### src/rtl/core/swss_pkg.sv
// Shared constants, types and a function for the spacey walk stationary solver.
package swss_pkg;
   localparam int MaxStates   = 8;
   localparam int IdxW        = $clog2(MaxStates);
   localparam int NW          = $clog2(MaxStates + 1);
   localparam int TensorDepth = MaxStates * MaxStates * MaxStates;
   localparam int TAddrW      = $clog2(TensorDepth);
   localparam int ProbW       = 17;
   localparam int VecW        = 32;
   localparam int SumW        = 35;
   localparam int QuotW       = 31;
   localparam logic [ProbW-1:0] OneQ16 = 17'd65536;
   localparam logic [VecW-1:0]  OneQ30 = 32'h4000_0000;

   localparam logic [MaxStates:0][VecW-1:0] UniformQ30 = {
      OneQ30 / 8, OneQ30 / 7, OneQ30 / 6, OneQ30 / 5,
      OneQ30 / 4, OneQ30 / 3, OneQ30 / 2, 32'd0, 32'd0
   };

   localparam logic [1:0] CsrStates    = 2'd0;
   localparam logic [1:0] CsrIterLimit = 2'd1;
   localparam logic [1:0] CsrTolerance = 2'd2;
   localparam logic [1:0] CsrBlend     = 2'd3;

   localparam logic OpWrite = 1'b0;
   localparam logic OpRun   = 1'b1;

   typedef struct packed {
      logic               start;
      logic [VecW-1:0]    dividend;
      logic [SumW-1:0]    divisor;
   } div_req_type;

   typedef struct packed {
      logic               done;
      logic [QuotW-1:0]   quotient;
   } div_rsp_type;

   function automatic logic [VecW-1:0] uniform_start(input logic [NW-1:0] n);
      logic [VecW-1:0] v;
      v = UniformQ30[n];
      return v;
   endfunction
endpackage

### src/rtl/core/swss_divider.sv
// Restoring divider forming floor(dividend * 2^30 / divisor), one bit a cycle.
module swss_divider (
   input  logic                 clock,
   input  logic                 reset,
   input  swss_pkg::div_req_type req,
   output swss_pkg::div_rsp_type rsp
);
   import swss_pkg::*;

   logic [SumW:0]      rem_ff, rem_in;
   logic [QuotW-1:0]   quot_ff, quot_in;
   logic [4:0]         count_ff, count_in;
   logic               busy_ff, busy_in;
   logic               done_ff, done_in;
   logic [SumW:0]      trial;
   logic               fits;

   always_comb begin
      fits     = rem_ff >= {1'b0, req.divisor};
      trial    = fits ? rem_ff - {1'b0, req.divisor} : rem_ff;
      rem_in   = rem_ff;
      quot_in  = quot_ff;
      count_in = count_ff;
      busy_in  = busy_ff;
      done_in  = 1'b0;
      if (req.start) begin
         rem_in   = {4'd0, req.dividend};
         quot_in  = '0;
         count_in = 5'(QuotW - 1);
         busy_in  = 1'b1;
      end else if (busy_ff) begin
         rem_in  = {trial[SumW-1:0], 1'b0};
         quot_in = {quot_ff[QuotW-2:0], fits};
         if (count_ff == 5'd0) begin
            busy_in = 1'b0;
            done_in = 1'b1;
         end else begin
            count_in = count_ff - 5'd1;
         end
      end
   end

   always_ff @(posedge clock) begin
      rem_ff   <= rem_in;
      quot_ff  <= quot_in;
      count_ff <= count_in;
      if (reset) begin
         busy_ff <= 1'b0;
         done_ff <= 1'b0;
      end else begin
         busy_ff <= busy_in;
         done_ff <= done_in;
      end
   end

   assign rsp.done     = done_ff;
   assign rsp.quotient = quot_ff;

   a_done_after_busy: assert property (@(posedge clock) disable iff (reset)
      done_ff |-> $past(busy_ff)) else $error("divider done without work");
   a_no_restart: assert property (@(posedge clock) disable iff (reset)
      busy_ff && count_ff != 5'd0 |=> busy_ff) else $error("divider stopped early");
   a_done_pulse: assert property (@(posedge clock) disable iff (reset)
      done_ff |=> !done_ff) else $error("divider done held");
endmodule

### config.mk
export PLATFORM = sky130hd
export DESIGN_NAME = swss_divider
export DESIGN_NICKNAME = d
export VERILOG_FILES = /design/src/rtl/core/swss_pkg.sv /design/src/rtl/core/swss_divider.sv
export SDC_FILE = /design/constraint.sdc
export NUM_CORES = 1
export LEC_CHECK = 0
export BUFFER_PORTS_ARGS = -buffer_cell sky130_fd_sc_hd__buf_2
export CAP_MARGIN = 20
export CORE_ASPECT_RATIO = 1.25
export CORE_MARGIN = 2
export CORE_UTILIZATION = 40
export DETAILED_ROUTE_END_ITERATION = 12
export PLACE_DENSITY = 0.64
export REMOVE_ABC_BUFFERS = 1
export SLEW_MARGIN = 20
export SYNTH_ARGS = -nofsm -noshare
export SYNTH_HDL_FRONTEND = slang
export SYNTH_SLANG_ARGS = --single-unit
export TNS_END_PERCENT = 20
### constraint.sdc
create_clock -name clock -period 2.95 [get_ports clock]
set_clock_uncertainty 0.2 [all_clocks]
set_input_delay 0.1475 -clock clock [delete_from_list [all_inputs] [get_ports clock]]
set_output_delay 0.1475 -clock clock [all_outputs]
set_load 0.05 [all_outputs]
==> reports/results.ini, run 1 <==
[status]
status = finished with violations
violations = setup timing

[sta]
min_period_ps = 3150
max_slew_margin_pct = 43.2
rsz0062_at_grt = yes
fin_crit_sh_pct = 107
tightest_slew_ps = 852
setup_viol = 36
slew_viol_final = 0
timing.fmax_ghz = 0.317
worst_slack_ps = -200
final-hold-violation-count = 0

[logic_synthesis]
synth.area.top_cells = edfxtp_1 (18%), dfxtp_1 (16%), ha_1 (8.7%)
synth_edf_count = 32
seq_area_frac_synth_pct = 34.0
ys_seq_elements = 74
syn_area_per_cell_um2 = 8.78
synthArstFlopShare_pct = 0
ys.flop_type = dfxtp_1
syn_inst = 604
syn_area_um2 = 5300
yosysWarningCount = 0
yosysTopAreaCell = edfxtp_1
synth_top_area_share_pct = 18.1
yosysUniqueCellTypes = 67

[critical_path]
cp_max_fo = 18
reg2reg_from = rem_ff[0]
startpoint = rem_ff[0]
cp.required_ps = 2840
r2r_setup_slack_ps = -200
critPathCaptureType = register
r2r_cells = 13
r2r_end = rem_ff[17]
startpoint_type = register
critical_path_class = register to register
cp.arrival_ps = 3040

[layout]
final_common_cell = buf_2
final_cell_mix = buf_2 (101), buf_4 (86), nor2_1 (54)
fin_nets = 923
syn_to_final_growth_pct = 44.5
drive_above_1_share_pct = 35.5
finalNonFillerCells = 990
final_core_util_pct = 58.4
fill_cells = 1107
diodes = 0

[route]
vias = 5158
wl_per_cell_um = 15.1
drt_iter0_drc = 251
vias_per_cell = 5.21
ant_nets = 0
drc_errors = 0
drtPass1Iterations = 5
totalWireLength_mm = 15.0

[pwr]
max-vdd-ir-drop_mv = 0.356
power_uw = 4470
power_density_nw_per_um2 = 584
p_leak_uw = 0.00355

[grt]
grt_usage_pct = 20.7
grt-ovfl-total = 0
grt_max_degree = 48
grt_pass1_vias = 5195
grt_pass1_wl_mm = 23.7
antenna_found_initial = 0

[cts]
cts_tree = yes
insertion_delay_ps = 340
clk_pin_slew_ps = 60
cts_root_buf = clkbuf_16
cts_max_level = 3
numCtsBuffers = 9
cts.sinks = 74
clk_path_buf_depth = 2

[floorplanning]
io_pins = 102
die_h_um = 133
fp.dieW_um = 107
initial_utilization_pct = 40.4
rows = 47
core-area_um2 = 13100
dieArea_um2 = 14200

[worst_hold_path]
whs_path_depth = 3
holdCritStartpoint = req[63]
hp-class = primary input to register
min_to = rem_ff[28]

[place]
place_congestion = 0.897
place_inst = 922
io_buffers = 101
dp_hpwl_mm = 10.4

[flow_run]
cap_violations = 0

-- worst max-delay path: stages (launching register included) --
cell and delay, ps:
edfxtp_1 350, inv_1 50, ha_2 180, fa_2 350
nand2b_4 150, a21o_1 190, a211o_1 290, nand3_2 100
a21oi_4 70, o31a_4 370, buf_12 180, nand2_1 70
o21ai_1 70, mux2_4 260
-- sequential cells by signal, summed over array words and instances, names as in the netlist --
name,count
count_ff,5
busy_ff,1
quot_ff,31
rem_ff,36
done_ff,1
-- synth_stat cells (all sizes together) (3+ instances only) --
master / number
nor2: 57
nand2: 52
o21ai: 45
inv: 44
a21oi: 43
dfxtp: 42
ha: 37
mux2i: 34
edfxtp: 32
clkbuf: 17
mux2: 17
xor2: 17
a21o: 16
buf: 13
xnor2: 13
nand2b: 12
a211oi: 10
and3: 8
nand4: 8
o21a: 8
o211ai: 7
a31oi: 6
nor3: 6
and2: 5
nand3: 5
nor4: 5
o21bai: 5
a211o: 3
nand3b: 3
nor2b: 3
or2: 3
-- per-layer routing --
metal	vias up	part of all wire (%)	global-route usage, %
li1	2584	-	-
met5	-	0	0
met1	2397	43	24.5
met3	28	5.5	4.93
met4	0	2.4	7.86
met2	149	49	36.1
-- cells by family (layout without fill, tap and decap cells) --
logic type / count (synthesis) / after routing / synth area share [%]
simple gates: 175 / 175 / 15.9
buf+inv: 74 / 288 / 6.28
xor+xnor: 30 / 30 / 4.96
fa+ha+maj: 38 / 38 / 9.11
compound gates: 162 / 163 / 19.7
flops: 74 / 74 / 34.0
mux: 51 / 51 / 10.0
-- worst max-delay path by stage --
stage	end	depth (start not counted)	slack, ps
floorplan	rem_ff[26]	11	-180
CTS	rem_ff[17]	13	-160
global placement	rem_ff[12]	13	-160
global route	rem_ff[17]	13	-340
finish	rem_ff[17]	13	-200
detailed placement	rem_ff[31]	12	-260
-- per-stage QoR --
stage	setup TNS, ps	setup WS, ps	hold slack (ps)	area, um2
6_report	-4540	-200	18.2	7660
2_1_floorplan	-2900	-177	16.6	5130
5_1_grt	-9310	-336	47.2	7660
3_5_place_dp	-5490	-261	112	6460
3_3_place_gp	-3790	-161	112	6460
4_1_cts	-3860	-156	21.2	7340
-- power breakdown --
part           switching [uW]  internal (uW)
clock                     431            612
combinational            1040           1110
sequential               77.7           1200
total                    1540           2930
-- repair_timing --
| action | CTS | global route |
|---|---|---|
| gates resized for setup | 35 | 40 |
| cloned | 2 | 2 |
| hold buffers | 31 | 0 |
| endpoints found under the setup margin | 36 | 36 |
| setup buffers | 8 | 10 |
| hold endpoints to repair | 32 | 0 |
| pin swaps | 7 | 12 |
-- cell type report --
cell class              instances  area [um2]  share of cell area [%]
multi-input cells             457        3550                    46.3
clock inverters                 3        15.0                   0.196
inverters                      44         165                    2.16
well taps                     171         214                    2.79
repair buffers                229        1660                    21.6
clock buffers                  12         258                    3.36
flip-flops and latches         74        1800                    23.5
Note: power is estimated with default switching activity, not from simulation.
==> inputs of run 2 (changes only) <==
--- a/config.mk
+++ b/config.mk
@@ -5,14 +5,15 @@
 export SDC_FILE = /design/constraint.sdc
 export NUM_CORES = 1
 export LEC_CHECK = 0
+export ABC_CLOCK_PERIOD_IN_PS = 2950
 export BUFFER_PORTS_ARGS = -buffer_cell sky130_fd_sc_hd__buf_2
 export CAP_MARGIN = 20
 export CORE_ASPECT_RATIO = 1.25
 export CORE_MARGIN = 2
 export CORE_UTILIZATION = 40
+export CTS_BUF_LIST = sky130_fd_sc_hd__clkbuf_8
 export DETAILED_ROUTE_END_ITERATION = 12
 export PLACE_DENSITY = 0.64
-export REMOVE_ABC_BUFFERS = 1
 export SLEW_MARGIN = 20
 export SYNTH_ARGS = -nofsm -noshare
 export SYNTH_HDL_FRONTEND = slang
==> reports/results.ini, run 2 (synthesis results as in run 1) <==
[status]
status = finished with violations
violations = setup timing

[cts]
insertion_delay_ps = 370  ; +30 ps
cts_max_level = 3  ; unchanged
cts_tree = yes
numCtsBuffers = 9  ; unchanged
clk_pin_slew_ps = 90  ; +30 ps
cts_root_buf = clkbuf_8
cts.sinks = 74  ; unchanged
clk_path_buf_depth = 2  ; unchanged

[sta]
timing.fmax_ghz = 0.319  ; +0.41%
rsz0062_at_grt = yes
min_period_ps = 3140  ; -13.0 ps
slew_viol_final = 0  ; unchanged
worst_slack_ps = -187  ; +13.0 ps
fin_crit_sh_pct = 106  ; -0.44 points
final-hold-violation-count = 0  ; unchanged
whs_ps = 14.5  ; -3.70 ps
max_slew_margin_pct = 39.0  ; -4.2 points
tightest_slew_ps = 915  ; +63.4 ps
setup_viol = 35  ; -2.8%

[floorplanning]
dieArea_um2 = 14200  ; unchanged
rows = 47  ; unchanged
io_pins = 102  ; unchanged
fp.dieW_um = 107  ; unchanged
core-area_um2 = 13100  ; unchanged
initial_utilization_pct = 40.4  ; unchanged
die_h_um = 133  ; unchanged

[critical_path]
critPathCaptureType = register
r2r_setup_slack_ps = -190  ; about the same
startpoint = rem_ff[0]
startpoint_type = register
cp_max_fo = 5  ; -13
critical_path_class = register to register
cp-endpoint = rem_ff[13]
cp.arrival_ps = 3070  ; +30 ps
reg2reg_from = rem_ff[0]
r2r_end = rem_ff[13]
r2r_cells = 13  ; unchanged
cp.required_ps = 2880  ; +40 ps

[route]
drc_errors = 0  ; unchanged
drtPass1Iterations = 5  ; unchanged
wl_per_cell_um = 15.2  ; +0.75%
totalWireLength_mm = 14.9  ; -0.57%
vias = 5139  ; -0.37%
vias_per_cell = 5.26  ; +0.96%
ant_nets = 0  ; unchanged
drt_iter0_drc = 214  ; -15%

[layout]
finalNonFillerCells = 977  ; -1.3%
drive_above_1_share_pct = 33.4  ; -2.2 points
regMostFlops = rem_ff
final_core_util_pct = 56.2  ; -2.2 points
syn_to_final_growth_pct = 39.0
final_cell_mix = buf_2 (101), buf_4 (73), nor2_1 (54)
fin_nets = 909  ; -1.5%
diodes = 0  ; unchanged
reg_top3 = rem_ff: 36 flops, quot_ff: 31 flops, count_ff: 5 flops
final_common_cell = buf_2
fill_cells = 1189  ; +7.4%
largest_reg_flops = 36  ; unchanged

[pwr]
comb_power_share_pct = 49.3  ; +1.2 points
p_leak_uw = 0.00345  ; -2.9%
power.share.sequential_pct = 30.3  ; +1.7 points
max-vdd-ir-drop_mv = 0.273  ; -23%
power_frac_clock_pct = 20.4  ; -2.9 points
switching_power_uw = 1550  ; +0.16%
p_int_uw = 2660  ; -9.2%
power_density_nw_per_um2 = 571  ; -2.2%
sw_frac_of_total_pct = 36.8  ; +2.2 points
power_uw = 4210  ; -6.0%

[grt]
grt_usage_pct = 20.9  ; +0.15 points
grt_max_degree = 61  ; +27%
grt_pass1_wl_mm = 23.9  ; +0.87%
grt_pass1_vias = 5132  ; -1.2%
antenna_found_initial = 0  ; unchanged
grt-ovfl-total = 0  ; unchanged

[logic_synthesis]
synth_fp_nets = 712

[place]
dp_hpwl_mm = 10.4  ; about the same
place_congestion = 0.896  ; -0.12%
place_inst = 920  ; -0.22%
post-place-ws_ps = -224  ; +37.1 ps
io_buffers = 101  ; unchanged

[flow_run]
cap_violations = 0  ; unchanged

[worst_hold_path]
hp-class = primary input to register

==> run 2: cell types whose count changed in the layout (fill, tap and decap cells not counted), sizes merged <==
| cell | delta |
|---|---|
| bufinv | +1 |
| inv | +6 |
| o31a | -1 |
| clkbuf | -4 |
| buf | -14 |
| clkinv | -3 |
| bufbuf | +2 |
==> run 2: cell type report <==
class,count,area [um2],share of cell area (%)
inverters,44,165,2.24
clock inverters,7,80.1,1.09
repair buffers,216,1570,21.3
multi-input cells,456,3420,46.4
flip-flops and latches,74,1800,24.5
clock buffers,9,124,1.68
well taps,171,214,2.90
==> run 2: power by group through the flow <==
stage	logic [uW]	registers (uW)	clock network (uW)
after floorplan	1180	1270	0
after global placement	1720	1280	0
after detailed placement	1750	1280	0
after CTS	1950	1260	884
after global routing	2270	1280	912
final	2070	1270	859
==> run 2: how the worst min path moves through the flow <==
stage	startpoint	endpoint	slack (ps)	cells after the start
finish	req[66]	rem_ff[31]	10	3
global route	req[66]	rem_ff[31]	40	3
CTS	req[66]	rem_ff[31]	4	3
detailed placement	reset	done_ff	140	2
global placement	reset	done_ff	130	2
floorplan	reset	busy_ff	20	1
==> run 2: metrics by stage <==
| step | TNS (ps) | instance area (um2) |
|---|---|---|
| 6_report | -3790 | 7370 |
| 5_1_grt | -8360 | 7370 |
| 4_1_cts | -4640 | 7180 |
| 3_5_place_dp | -3180 | 6450 |
| 3_3_place_gp | -1560 | 6450 |
| 2_1_floorplan | -479 | 5320 |
==> run 2: worst max-delay path: stages (launching register included) <==
cell and delay [ps]:
edfxtp_1 350, inv_1 50, ha_2 170, fa_2 330, nand2b_4 150, a21o_1 200
a211o_1 290, nand3_2 90, a21oi_2 70, o31a_4 340, bufbuf_16 290, nand2_1 50
o21ai_1 60, mux2_2 260
==> run 2: per-layer routing <==
metal	global-route usage, %	share of wire [%]
met1	24.3	42
met2	36.9	51
met4	9.52	2.6
met3	3.50	4.9
met5	0	0
==> run 2: repair_timing <==
item                       CTS  global route
setup endpoints to repair   35            36
cloned                       3             0
pin swaps                    5             4
hold endpoints to repair    32             0
setup buffers                3             4
gates resized for setup     23            37
hold buffers                31             0
